==> src/rtl/icrc_pkg.sv <==
package icrc_pkg;

    localparam int POS_BITS     = 18;
    localparam int OFFSET_W     = 18;
    localparam int CRC_W        = 16;
    localparam int BYTE_W       = 8;
    localparam int FIELD_LEN    = 4;

    localparam logic [CRC_W-1:0] CRC_POLY      = 16'h1021;
    localparam logic [CRC_W-1:0] CRC_ZERO      = 16'h0000;
    localparam logic [CRC_W-1:0] CRC_ALL_ONES  = 16'hFFFF;
    localparam logic [BYTE_W-1:0] BYTE_ZERO    = 8'h00;

    // Position inside the CRC field, relative to its first byte
    localparam logic [POS_BITS-1:0] REL_CRC_LOW  = 18'd0;
    localparam logic [POS_BITS-1:0] REL_CRC_HIGH = 18'd1;

    // Stream widths
    localparam int IN_TDATA_W  = 8;
    localparam int OUT_TDATA_W = 40;

    // Configuration port
    localparam int APB_ADDR_W = 3;
    localparam int APB_DATA_W = 32;
    localparam int REG_IDX_W  = APB_ADDR_W - 2;
    localparam logic [REG_IDX_W-1:0] REG_CRC_FIELD_OFFSET = 1'b0;

    typedef struct packed {
        logic             image_ok;
        logic [CRC_W-1:0] stored_crc;
        logic [CRC_W-1:0] computed_crc;
    } icrc_result_t;

    localparam int OUT_PAD_W = OUT_TDATA_W - $bits(icrc_result_t);

    // Shift one byte MSB-first into a non-reflected CRC-16 register.
    function automatic logic [CRC_W-1:0] crc_shift_byte(
        input logic [CRC_W-1:0]  crc_in,
        input logic [BYTE_W-1:0] byte_in
    );
        logic [CRC_W-1:0]  c;
        logic [BYTE_W-1:0] d;
        logic              top;
        c = crc_in;
        d = byte_in;
        for (int i = 0; i < BYTE_W; i++)
        begin
            top = c[CRC_W-1];
            c   = {c[CRC_W-2:0], d[BYTE_W-1]};
            if (top)
            begin
                c = c ^ CRC_POLY;
            end
            d = {d[BYTE_W-2:0], 1'b0};
        end
        return c;
    endfunction

endpackage

==> src/rtl/icrc_core.sv <==
module icrc_core (
    input  logic                          clk,
    input  logic                          rst_n,
    input  logic                          fire,
    input  logic [icrc_pkg::BYTE_W-1:0]   data_byte,
    input  logic                          last,
    input  logic [icrc_pkg::OFFSET_W-1:0] crc_field_offset,
    output icrc_pkg::icrc_result_t        result
);
    import icrc_pkg::*;

    logic [POS_BITS-1:0] pos_reg, pos_next;
    logic [CRC_W-1:0]    crc_reg, crc_next;
    logic [CRC_W-1:0]    cap_reg, cap_next;

    logic [POS_BITS-1:0] rel;
    logic                in_field;
    logic [CRC_W-1:0]    crc_upd;
    logic [CRC_W-1:0]    cap_upd;
    logic [CRC_W-1:0]    crc_final;

    // Distance from the start of the CRC field, wrapping with the counter
    assign rel      = pos_reg - POS_BITS'(crc_field_offset);
    assign in_field = (rel < POS_BITS'(FIELD_LEN));

    always_comb
    begin
        crc_upd = in_field ? crc_reg : crc_shift_byte(crc_reg, data_byte);
        cap_upd = cap_reg;
        if (rel == REL_CRC_LOW)
        begin
            cap_upd = {cap_reg[CRC_W-1:BYTE_W], data_byte};
        end
        else if (rel == REL_CRC_HIGH)
        begin
            cap_upd = {data_byte, cap_reg[BYTE_W-1:0]};
        end
        // Augment: flush two zero bytes through the register
        crc_final = crc_shift_byte(crc_shift_byte(crc_upd, BYTE_ZERO), BYTE_ZERO);

        result.computed_crc = crc_final;
        result.stored_crc   = cap_upd;
        result.image_ok     = (crc_final == cap_upd) && (cap_upd != CRC_ALL_ONES)
                              && (cap_upd != CRC_ZERO);
    end

    always_comb
    begin
        pos_next = pos_reg;
        crc_next = crc_reg;
        cap_next = cap_reg;
        if (fire)
        begin
            if (last)
            begin
                pos_next = '0;
                crc_next = CRC_ZERO;
                cap_next = CRC_ZERO;
            end
            else
            begin
                pos_next = pos_reg + POS_BITS'(1);
                crc_next = crc_upd;
                cap_next = cap_upd;
            end
        end
    end

    always_ff @(posedge clk or negedge rst_n)
    begin
        if (!rst_n)
        begin
            pos_reg <= '0;
            crc_reg <= CRC_ZERO;
            cap_reg <= CRC_ZERO;
        end
        else
        begin
            pos_reg <= pos_next;
            crc_reg <= crc_next;
            cap_reg <= cap_next;
        end
    end

endmodule

==> src/rtl/image_crc16_checker_unit.sv <==
// Firmware image CRC-16 checker.
// Input stream (s_*): one image byte per transaction in s_tdata[7:0], s_tlast
//   high on the final byte of an image.
// Output stream (m_*): one transaction per image, issued for the byte carrying
//   s_tlast; it holds the augmented CRC-16/0x1021 over all bytes except the
//   four-byte CRC field, the little-endian CRC read from that field, and the
//   image_ok flag (match, and stored value neither all ones nor all zeros).
// APB port: register 0 at address 0 is crc_field_offset (18 bits), the byte
//   position of the CRC field. Write it only while no image is in flight.
// A byte in the input register is processed into the running state; for a
//   last byte the result is loaded into the output register for m_tvalid.
// Throughput: one byte per cycle unless a final byte waits for the output
//   register. The whole byte update, including the two-zero-byte flush on the
//   last byte, is one XOR network between the input and state/result registers.
// Reset: position, running CRC, captured CRC and offset clear to zero; both
//   valid flags drop.
// Receiver stall: the result stays in the output register; non-final bytes
//   keep flowing, and a final byte waits in the input register, back-pressuring
//   s_tready, until the output register frees up.
module image_crc16_checker_unit (
    input  logic                              clk,
    input  logic                              rst_n,
    // APB configuration
    input  logic                              psel,
    input  logic                              penable,
    input  logic                              pwrite,
    input  logic [icrc_pkg::APB_ADDR_W-1:0]   paddr,
    input  logic [icrc_pkg::APB_DATA_W-1:0]   pwdata,
    output logic [icrc_pkg::APB_DATA_W-1:0]   prdata,
    output logic                              pready,
    // Byte stream in
    input  logic                              s_tvalid,
    output logic                              s_tready,
    input  logic [icrc_pkg::IN_TDATA_W-1:0]   s_tdata,  // [7:0] data_byte
    input  logic                              s_tlast,  // last
    // Result stream out
    output logic                              m_tvalid,
    input  logic                              m_tready,
    output logic [icrc_pkg::OUT_TDATA_W-1:0]  m_tdata   // [15:0] computed_crc,
                                                        // [31:16] stored_crc,
                                                        // [32] image_ok, [39:33] 0
);
    import icrc_pkg::*;

    logic [OFFSET_W-1:0]  offset_reg, offset_next;
    logic                 in_valid_reg, in_valid_next;
    logic [BYTE_W-1:0]    in_data_reg;
    logic                 in_last_reg;
    logic                 out_valid_reg, out_valid_next;
    icrc_result_t         out_result_reg;

    logic                 cfg_write;
    logic [REG_IDX_W-1:0] reg_idx;
    logic                 out_free;
    logic                 fire;
    logic                 s_accept;
    icrc_result_t         core_result;

    // ---- APB register file ----
    assign pready    = 1'b1;
    assign reg_idx   = paddr[APB_ADDR_W-1:2];
    assign cfg_write = psel && penable && pwrite && pready;

    always_comb
    begin
        offset_next = offset_reg;
        if (cfg_write && (reg_idx == REG_CRC_FIELD_OFFSET))
        begin
            offset_next = pwdata[OFFSET_W-1:0];
        end
        prdata = '0;
        if (reg_idx == REG_CRC_FIELD_OFFSET)
        begin
            prdata = APB_DATA_W'(offset_reg);
        end
    end

    // ---- Handshake ----
    // A non-final byte only touches the running state; a final byte also
    // needs room in the output register.
    assign out_free = !out_valid_reg || m_tready;
    assign fire     = in_valid_reg && (!in_last_reg || out_free);
    assign s_tready = !in_valid_reg || fire;
    assign s_accept = s_tvalid && s_tready;

    always_comb
    begin
        in_valid_next = in_valid_reg;
        if (s_accept)
        begin
            in_valid_next = 1'b1;
        end
        else if (fire)
        begin
            in_valid_next = 1'b0;
        end

        out_valid_next = out_valid_reg;
        if (fire && in_last_reg)
        begin
            out_valid_next = 1'b1;
        end
        else if (m_tready)
        begin
            out_valid_next = 1'b0;
        end
    end

    // ---- CRC datapath ----
    icrc_core u_core (
        .clk              (clk),
        .rst_n            (rst_n),
        .fire             (fire),
        .data_byte        (in_data_reg),
        .last             (in_last_reg),
        .crc_field_offset (offset_reg),
        .result           (core_result)
    );

    always_ff @(posedge clk or negedge rst_n)
    begin
        if (!rst_n)
        begin
            offset_reg    <= '0;
            in_valid_reg  <= 1'b0;
            out_valid_reg <= 1'b0;
        end
        else
        begin
            offset_reg    <= offset_next;
            in_valid_reg  <= in_valid_next;
            out_valid_reg <= out_valid_next;
        end
    end

    // Payload registers: load on transaction, hold otherwise
    always_ff @(posedge clk)
    begin
        if (s_accept)
        begin
            in_data_reg <= s_tdata[BYTE_W-1:0];
            in_last_reg <= s_tlast;
        end
        if (fire && in_last_reg)
        begin
            out_result_reg <= core_result;
        end
    end

    assign m_tvalid = out_valid_reg;
    assign m_tdata  = {{OUT_PAD_W{1'b0}}, out_result_reg};

endmodule

==> config.mk <==
export PLATFORM = sky130hd
export DESIGN_NAME = image_crc16_checker_unit
export DESIGN_NICKNAME = d
export VERILOG_FILES = /design/src/rtl/icrc_pkg.sv /design/src/rtl/icrc_core.sv /design/src/rtl/image_crc16_checker_unit.sv
export SDC_FILE = /design/constraint.sdc
export NUM_CORES = 1
export LEC_CHECK = 0
export ABC_AREA = 1
export BUFFER_PORTS_ARGS = -buffer_cell sky130_fd_sc_hd__buf_2
export CAP_MARGIN = 20
export CORE_MARGIN = 2
export CORE_UTILIZATION = 47
export DETAILED_ROUTE_END_ITERATION = 12
export PLACE_DENSITY = 0.73
export SYNTH_ARGS = -nofsm -noshare
export SYNTH_HDL_FRONTEND = slang
export SYNTH_SLANG_ARGS = --single-unit
==> constraint.sdc <==
create_clock -name clk -period 4.85 [get_ports clk]
set_input_delay 0.2425 -clock clk [delete_from_list [all_inputs] [get_ports clk]]
set_output_delay 0.2425 -clock clk [all_outputs]
set_load 0.1 [all_outputs]
## After elaboration in Yosys (flattened, before gate mapping)

Cells that the tools add are included.

- Output and inout port bits: 75
- Memory bits (writable): 0
- Bits in registers: 112
- Latch bits: 0
- Memories kept: 0
- Bits in read-only memories: 0

- Reductions and logical operators: 18
- Eq/ne operators: 3
- Mux-type cells: 35
- Bitwise gates (word level): 25
- Order comparisons: 1
- $add $sub $neg: 2
- Shift-type cells: 0
- Div/mod/pow operators: 0
- $mul: 0

Operator list:

| cell | number |
|---|---|
| 13-bit 2-to-1 mux | 24 |
| 16-bit 2-to-1 mux | 5 |
| 3-bit NOT | 24 |
| 18-bit 2-to-1 mux | 2 |
| 18-bit by 1-bit adder with 18-bit output, second input constant | 1 |
| 18-bit by 1-bit equality test with 1-bit output, second input constant | 1 |
| 18-bit zero test | 1 |
| 18-bit by 3-bit less-than comparator with 1-bit output, second input constant | 1 |
| 18-bit subtractor | 1 |
| 16-bit equality test | 1 |
| 16-bit inequality test, second input constant | 1 |
| 16-bit nonzero test | 1 |
| 1-bit logical AND | 8 |
| 1-bit 2-to-1 mux | 4 |
| 2-bit nonzero test | 2 |
| 1-bit zero test | 3 |
| 1-bit logical OR | 3 |
| 1-bit NOT | 1 |

## Logic depth before layout (Yosys ltp)

Gate-level depths: netlist (run 1).

- Word-level depth: 52
- Gate-level depth with buffers: 31
- Gate-level depth less buffers: 30

## Hierarchy

Synthesis (run 1) repeated with hierarchy kept, for this count alone.

- Cells, all modules: 1112
- Area total of the unflattened synthesis: 7886.3 µm²

Modules (own cells, without submodules):

| module | times used | cells each | area an instance (µm²) | seq. area each (µm²) |
|---|---|---|---|---|
| icrc_core | 1 | 913 | 5455.2 | 1251.2 |
| image_crc16_checker_unit | 1 | 199 | 2431.1 | 1761.7 |

## Worst setup path before layout (run 1)

OpenSTA, ideal clock, no wires.

- Kind: flip-flop to flip-flop
- Start point: reg u_core.pos_reg[0]
- End point: reg out_result_reg, in the netlist m_tdata[32] (data pin)
- Data arrival time: 3.085 ns
- Buffers on the path: 1
- Stages on the path, launching flop included: 30
- Setup slack: 1.515 ns
- Clock period less this slack: 3.335 ns
- Required time: 4.599 ns
- Library setup time: 0.251 ns
- Cells stage by stage: dfrtp_1 -> inv_1 -> ha_1 -> inv_1 -> fa_1 -> nand2_1 -> nand3_2 -> nand3_1 -> nand2_1 -> nand2_1 -> nand3b_1 -> nand2_2 -> nand3_2 -> nor2_8 -> nand2_4 -> buf_6 -> nand2_4 -> nand2_4 -> nand2_1 -> nand3_2 -> nand2_2 -> nand2_2 -> nand2_4 -> nand2_1 -> nand2_1 -> nand2_1 -> nand2_1 -> nor2_1 -> nand2_1 -> nor2_1

RTL lines:

| item | RTL line | text |
|---|---|---|
| from (decl) | icrc_core.sv:12 | `logic [POS_BITS-1:0] pos_reg, pos_next;` |
| from (signal assigned) | icrc_core.sv:79 | `pos_reg <= pos_next;` |
| to (signal assigned) | image_crc16_checker_unit.sv:146 | `out_result_reg <= core_result;` |
| to (decl) | image_crc16_checker_unit.sv:50 | `icrc_result_t out_result_reg;` |

==> metrics.sh, run 1 <==
OUTCOME='complete, no violations'
MAXCAPVIOLCOUNT=0
VIA_COUNT_OF_THE_FIRST_GLOBAL_ROUTING_PASS=6338
CTS_TREE='done'
DETAILEDPLACEMENTHPWL_MICRONS=14100
N_ANTENNA_CELL=0
POST-ROUTE-WORST-SETUP-SLACK_NS=0.677
NUMCTSBUFFERS=9
FP.DIEAREA_SQ_UM=17800
FIRSTDRTPASSITERS=6
WIRE_LENGTH_OF_THE_FIRST_GLOBAL_ROUTING_PASS_MICRONS=30600
DETAIL_ROUTE.DRC_VIOLATIONS=0
FIN_SETUP_TNS_NS=0
FINAL-MAX-SLEW-VIOLATION-COUNT=0
CRITPATHMOSTFREQUENTCELL='sky130_fd_sc_hd__nand2_1'
FLOORPLAN.IO_PINS=126
SYNTHARSTFLOPSHARE_PCT=62.5
COMBINED_GLOBAL_ROUTE_UTILIZATION_OF_ALL_METAL_LAYERS_PCT=21.3
POSTSYNTHREGISTERBITS=112
DRIVE_GT1_SHARE_PCT=16.7
OVERFLOW=0
NETLIST-CELL-TYPE-COUNT=44
CRIT_PATH_START_KIND='flop'
YOSYSSEQAREASHARE_PCT=38.4
PREDOMINANT_POST_SYNTHESIS_FLOP_CELL='sky130_fd_sc_hd__dfrtp_1'
R2R_SLACK_NS=0.68
NUMPORTBUFFERS=87
SYNTH_ENABLE_FLOP_CELLS=42
CTS_MAX_LEVEL=3
CTS_HOLD_BUFFERS=0
SEQCELLAREA_SQ_UM=3010
MULTI_INPUT_AREA_SQ_UM=4050
WORST_EP_REQUIRED_NS=4.97
CRITPATHARRIVALTIME_NS=4.30
LARGEST_REGISTER_FF_COUNT=33
MAX_CLOCK_FREQ_MHz=240
NUMCLOCKSINKS=112
VIAS_PER_CELL=4.99
TIMING.SETUP.CRITICAL_PATH_CLASS='flop to flop'
DR_TOTAL_VIAS=6936
FINALSETUPVIOLATIONS=0
RSZ_0062_RAISED_AFTER_GLOBAL_ROUTING='false'
TIMING.RR.START='u_core.pos_reg[0]'
SYNTH.CELL_AREA_SQ_UM=7850
LAYOUT.CELLS.MOST_COMMON_LIST='sky130_fd_sc_hd__nand2_1, sky130_fd_sc_hd__inv_1, sky130_fd_sc_hd__nand3_1'
FINISH.NET_COUNT=1235
POST_PLACE_WORST_SLACK_NS=0.706
FINAL_HOLD_VIOL_COUNT=0
FINAL.FILL_COUNT=1612
PLACE_CONGESTION=0.964
DRT.ANTENNA.VIOLATING_NETS=0
CP-END-KIND='flop'
SYN-MEAN-INSTANCE-AREA_SQ_UM=7.23
POSTCTSSETUPBUFFERS=0
WORST_R2R_PATH_DEPTH=28
DIE_X_MICRONS=133
DR.FIRST_ITER.DRC_COUNT=517
CLOCK_INSERTION_DELAY_WORST_SKEW_NS=0.36
NETLIST_INSTANCES=1086
MOSTFREQUENTLAYOUTCELL='sky130_fd_sc_hd__nand2_1'
GRT_ANTENNA_BEFORE_REPAIR=0
ROUTED_WIRELENGTH_MICRONS=18400
ROOT_BUFFER='sky130_fd_sc_hd__clkbuf_16'
HP-CLASS='primary input to async pin'
AREAGROWTHSYNTHTOFINISH_PCT=11.0
CRIT_PATH_TOP_DELAY_CELL='sky130_fd_sc_hd__fa_1'
FLOORPLAN.DIE.HEIGHT_MICRONS=133
WIRE_PER_INST_MICRONS=13.3
PLACEMENTROWS=47
FINISH.UTILIZATION_PCT=52.9
WORST-PATH-MAX-FANOUT=32
CTS-RESIZED-GATES=0
MAX_STAGE_DELAY_NS=0.44
PERIOD_UTILISATION_LAYOUT_PCT=86.0
WORST-SLEW-PIN-TRANSITION_NS=0.999
FINAL_PERIOD_MINUS_WORST_SETUP_SLACK_NS=4.17
RELSLEWSLACK_PCT=33.3
MAXIMUM_ROOT_TO_SINK_BUFFER_COUNT=2
GRT_START_MAX_NET_PINS=71
WORST_SETUP_HOLD_PATH_CLK_SLEW_NS=0.08
START_UTIL_PCT=47.7
WORSTREG2REGEND='m_tdata[32]'
CLOCK_SKEW_NS=0.00912
CORE_AREA_SQ_UM=16500
SYNTH.YOSYS.WARNINGS=0
FIN_WORST_HOLD_SLACK_NS=0.0565
how the worst max path moves through the flow:
stage,startpoint,endpoint
after floorplan,u_core.pos_reg[0],m_tdata[32]
after global placement,u_core.pos_reg[0],m_tdata[32]
after detailed placement,u_core.pos_reg[0],m_tdata[32]
after CTS,u_core.pos_reg[0],m_tdata[32]
after global routing,u_core.pos_reg[0],m_tdata[32]
final,u_core.pos_reg[0],m_tdata[32]
per-stage QoR:
step,instance area [sq um],cells
6_report,8710,1390
5_1_grt,8710,1390
4_1_cts,8710,1390
3_5_place_dp,8400,1374
3_3_place_gp,8400,1374
2_1_floorplan,7930,1106
logic make-up (layout without fill, tap and decap cells):
family	Yosys count	in the layout	synth area share [%]
compound gates	102	102	7.63
xor+xnor	26	26	2.90
other cells	2	22	0.0957
fa+ha+maj	19	19	3.12
flops	112	112	38.4
simple gates	630	630	36.9
buf+inv	195	259	10.9
cells in the mapped netlist (8+ instances only):
cell type	number	area (sq um)
sky130_fd_sc_hd__xnor2_1	15	131
sky130_fd_sc_hd__xor2_1	11	96.3
sky130_fd_sc_hd__nand3_2	12	120
sky130_fd_sc_hd__nand3_1	100	500
sky130_fd_sc_hd__inv_1	142	533
sky130_fd_sc_hd__clkbuf_1	18	67.6
sky130_fd_sc_hd__nand4_1	8	50.1
sky130_fd_sc_hd__a21oi_1	44	220
sky130_fd_sc_hd__edfxtp_1	42	1260
sky130_fd_sc_hd__o22ai_1	20	125
sky130_fd_sc_hd__dfrtp_1	70	1750
sky130_fd_sc_hd__o21ai_0	25	125
sky130_fd_sc_hd__nor2_1	93	349
sky130_fd_sc_hd__nand2_4	13	146
sky130_fd_sc_hd__nand2_2	41	257
sky130_fd_sc_hd__nand2_1	336	1260
sky130_fd_sc_hd__nand3b_1	9	67.6
sky130_fd_sc_hd__ha_1	18	225
sky130_fd_sc_hd__buf_4	22	165
critical path, delay by kind of cell (launching register included):
kind	cells	cell delay, ns
and+or+nand+nor	24	2.77
adders and majority gates	2	0.58
DFF	1	0.43
buffers and inverters	2	0.15
layout make-up:
type	count	area share, %
timing repair buffer	95	5.69
sequential	112	34.6
clock inverter	5	0.934
inverter	148	6.43
multi-input combinational	799	46.5
tap	220	3.16
clock buffer	11	2.67
layer usage:
metal	wire, microns	up-vias	track usage [%]
li1	-	3568	-
met1	8830	3139	30.2
met2	8350	207	34.5
met3	992	22	2.89
met4	269	0	6.09
met5	0	-	0
Power of run 1 is left out: the tool's default activity adds up to more than one toggle a clock period on the data nets, which glitch-free logic cannot reach.
==> inputs of run 2 (changes only) <==
--- a/config.mk
+++ b/config.mk
@@ -5,13 +5,12 @@
 export SDC_FILE = /design/constraint.sdc
 export NUM_CORES = 1
 export LEC_CHECK = 0
-export ABC_AREA = 1
 export BUFFER_PORTS_ARGS = -buffer_cell sky130_fd_sc_hd__buf_2
 export CAP_MARGIN = 20
 export CORE_MARGIN = 2
-export CORE_UTILIZATION = 47
+export CORE_UTILIZATION = 62
 export DETAILED_ROUTE_END_ITERATION = 12
-export PLACE_DENSITY = 0.73
+export PLACE_DENSITY = 0.92
 export SYNTH_ARGS = -nofsm -noshare
 export SYNTH_HDL_FRONTEND = slang
 export SYNTH_SLANG_ARGS = --single-unit
==> run 2 against run 1 <==
  * The run now ends with setup timing left
  * Setup slack got worse by 0.72 ns
  * Via count shrank 6.8%
  * Cell count is 23% lower
  * Critical path depth down 12
  * Clock-buffer cell count down 2
  * Hold slack lost 0.0067 ns
  * Fmax shrank 15%
  * Register-to-register slack worse by 0.72 ns
  * Synthesized cell count shrank 30%
  * Core utilization rose by 24 points
  * Clock skew rose by 0.0028 ns
==> metrics.sh, run 2 <==
FP.DIEAREA_SQ_UM=12700
PLACEMENTROWS=39
POSTSYNTHREGISTERBITS=112
YOSYSSEQAREASHARE_PCT=41.2
WIRE_LENGTH_OF_THE_FIRST_GLOBAL_ROUTING_PASS_MICRONS=31200
YOSYS.AREA.TOP_TYPE_SHARE_PCT=24.0
NETLIST_INSTANCES=763
POST_PLACE_WORST_SLACK_NS=-0.111
MAX_CLOCK_FREQ_MHz=205
WORST_R2R_PATH_DEPTH=16
CTS_HOLD_BUFFERS=0
HP-CLASS='primary input to flop'
POST-ROUTE-WORST-SETUP-SLACK_NS=-0.0379
DRT.ANTENNA.VIOLATING_NETS=0
CRIT_PATH_START_KIND='flop'
MOSTFREQUENTLAYOUTCELL='sky130_fd_sc_hd__buf_2'
NUMCTSBUFFERS=9
FINAL_HOLD_VIOL_COUNT=0
CTS_TREE='done'
FINAL_PERIOD_MINUS_WORST_SETUP_SLACK_NS=4.89
COMBINED_GLOBAL_ROUTE_UTILIZATION_OF_ALL_METAL_LAYERS_PCT=31.0
CTS_MAX_LEVEL=3
MAIN_COMBINATIONAL_CELL_FAMILY_BY_AREA_AFTER_SYNTHESIS='simple AND/OR/NAND/NOR gates'
LARGEST_REGISTER_FF_COUNT=33
CP-END-KIND='flop'
CLOCK_INSERTION_DELAY_WORST_SKEW_NS=0.36
GRT_START_MAX_NET_PINS=71
FINISH.NET_COUNT=988
MIN_TO='in_last_reg'
SYNTH_ENABLE_FLOP_CELLS=42
WORST_SETUP_HOLD_PATH_CLK_SLEW_NS=0.08
AREAGROWTHSYNTHTOFINISH_PCT=20.5
SYNTH_ADDER_AREA_SHARE_PCT=3.35
DETAIL_ROUTE.DRC_VIOLATIONS=0
SYNTH.TOP_CELLS.BY_AREA='sky130_fd_sc_hd__dfrtp_1, sky130_fd_sc_hd__edfxtp_1, sky130_fd_sc_hd__xnor2_1'
NUMPORTBUFFERS=87
MAXCAPVIOLCOUNT=0
MUXSHAREOFSYNTHAREA_PCT=6.60
SYNTH.CELL_AREA_SQ_UM=7310
PLACE_CONGESTION=0.962
WORST_EP_REQUIRED_NS=4.98
DIE_X_MICRONS=113
ROOT_BUFFER='sky130_fd_sc_hd__clkbuf_16'
YOSYS-TOP-CELLS-COUNT='sky130_fd_sc_hd__dfrtp_1, sky130_fd_sc_hd__xnor2_1, sky130_fd_sc_hd__nand2_1'
VIA_COUNT_OF_THE_FIRST_GLOBAL_ROUTING_PASS=6291
NUMCLOCKSINKS=112
FINALSETUPVIOLATIONS=1
CRITPATHARRIVALTIME_NS=5.02
LAYOUT.CELLS.MOST_COMMON_LIST='sky130_fd_sc_hd__buf_2, sky130_fd_sc_hd__buf_4, sky130_fd_sc_hd__dfrtp_1'
PREDOMINANT_POST_SYNTHESIS_FLOP_CELL='sky130_fd_sc_hd__dfrtp_1'
SYNTHARSTFLOPSHARE_PCT=62.5
TIMING.RR.START='offset_reg[0]'
SYNTH_MOST_COMMON_CELL='sky130_fd_sc_hd__dfrtp_1'
WORST_HOLD_PATH.NUM_CELLS=1
TIMING.SETUP.CRITICAL_PATH_CLASS='flop to flop'
N_ANTENNA_CELL=0
SYNTH.YOSYS.WARNINGS=0
NETLIST-CELL-TYPE-COUNT=67
MAXIMUM_ROOT_TO_SINK_BUFFER_COUNT=2
WORST-PATH-MAX-FANOUT=9
RELSLEWSLACK_PCT=39.7
DETAILEDPLACEMENTHPWL_MICRONS=14500
PERIOD_UTILISATION_LAYOUT_PCT=101
CLOCK_SKEW_NS=0.0119
OUTCOME='finished, violations left'
OVERFLOW=0
FLOORPLAN.DIE.HEIGHT_MICRONS=113
WIRE_PER_INST_MICRONS=18.2
SYNTH-XOR-AREA-SHARE_PCT=12.6
RSZ_0062_RAISED_AFTER_GLOBAL_ROUTING='true'
ROUTED_WIRELENGTH_MICRONS=19400
DRIVE_GT1_SHARE_PCT=25.1
START_UTIL_PCT=63.8
FIRSTDRTPASSITERS=5
SYN-MEAN-INSTANCE-AREA_SQ_UM=9.58
SYNTH-SIMPLE-AREA-SHARE_PCT=17.7
BIGGEST_AREA_CONSUMER_AMONG_SYNTHESIZED_CELLS='sky130_fd_sc_hd__dfrtp_1'
WORSTREG2REGEND='m_tdata[32]'
SYNTH_COMPOUND_AREA_SHARE_PCT=12.6
WORST-SLEW-PIN-TRANSITION_NS=0.904
R2R_SLACK_NS=-0.04
FINAL-MAX-SLEW-VIOLATION-COUNT=0
CORE_AREA_SQ_UM=11500
VIAS_PER_CELL=6.07
DR_TOTAL_VIAS=6467
VIOLATIONS='setup timing'
HP-START='s_tlast'
GRT_ANTENNA_BEFORE_REPAIR=0
FLOORPLAN.IO_PINS=126
DR.FIRST_ITER.DRC_COUNT=531
run 2: cell families (layout without fill, tap and decap cells):
kind of cell,Yosys count,count (layout)
AO/OA/AOI/OAI,141,141
XOR/XNOR,105,105
adder cells (fa/ha/maj),19,19
buffers and inverters,89,229
flip-flops,112,112
multiplexers,45,45
other,2,22
AND/OR/NAND/NOR,250,250
run 2: per-layer routing:
layer | up-vias | wire, microns | global-route usage [%]
met2 | 308 | 9170 | 50.7
met5 | - | 0 | 0
met4 | 0 | 664 | 12.4
met1 | 3123 | 8120 | 41.3
li1 | 2981 | - | -
met3 | 55 | 1470 | 5.13
run 2: cell type report:
cell class                      instances  area, sq um
Clock inverter                          7          103
Sequential cell                       112         3010
Fill cell                             734         2660
Clock buffer                            9          225
Timing Repair Buffer                  173         1110
Multi-Input combinational cell        582         4030
Inverter                               40          150
Tap cell                              143          179
run 2: through the flow:
| stage | setup TNS [ns] | util [%] | hold WS (ns) | std cells | cell area (sq um) |
|---|---|---|---|---|---|
| 6_report | -0.0379 | 76.8 | 0.0499 | 1066 | 8810 |
| 5_1_grt | -0.109 | 76.8 | 0.0479 | 1066 | 8810 |
| 4_1_cts | 0 | 76.2 | 0.0414 | 1063 | 8740 |
| 3_5_place_dp | -0.111 | 73.2 | 0.421 | 1046 | 8400 |
| 3_3_place_gp | -0.0530 | 73.2 | 0.420 | 1046 | 8400 |
| 2_1_floorplan | -0.236 | - | -0.0531 | 783 | 7420 |
run 2: worst max path at each step:
stage | start | depth (start not counted) | slack, ns | to
3_5_place_dp | offset_reg[0] | 16 | -0.11 | m_tdata[32]
4_1_cts | offset_reg[3] | 16 | 0.005 | m_tdata[32]
3_3_place_gp | offset_reg[0] | 16 | -0.05 | m_tdata[32]
5_1_grt | offset_reg[0] | 16 | -0.11 | m_tdata[32]
6_report | offset_reg[0] | 16 | -0.04 | m_tdata[32]
2_1_floorplan | u_core.pos_reg[0] | 16 | -0.24 | m_tdata[32]
run 2: timing repair:
action                     CTS  global route
setup buffers                1             1
gates resized for setup      4             7
pin swaps                    3             2
setup endpoints to repair    1             1
run 2: worst max-delay path, stage by stage (launching register included):
cell and delay [ns]:
sky130_fd_sc_hd__dfrtp_1 0.43, sky130_fd_sc_hd__ha_4 0.18, sky130_fd_sc_hd__inv_1 0.06, sky130_fd_sc_hd__fa_2 0.24
sky130_fd_sc_hd__a211oi_4 0.08, sky130_fd_sc_hd__o31ai_4 0.34, sky130_fd_sc_hd__a21boi_1 0.13, sky130_fd_sc_hd__buf_4 0.16
sky130_fd_sc_hd__o31ai_1 0.27, sky130_fd_sc_hd__nand4b_1 0.18, sky130_fd_sc_hd__or4_4 0.61, sky130_fd_sc_hd__nor4_4 0.20
sky130_fd_sc_hd__buf_12 0.18, sky130_fd_sc_hd__mux2_4 0.31, sky130_fd_sc_hd__or4_2 0.64, sky130_fd_sc_hd__or4_1 0.43
sky130_fd_sc_hd__and4_1 0.21
Power of run 2 is left out for the same reason.
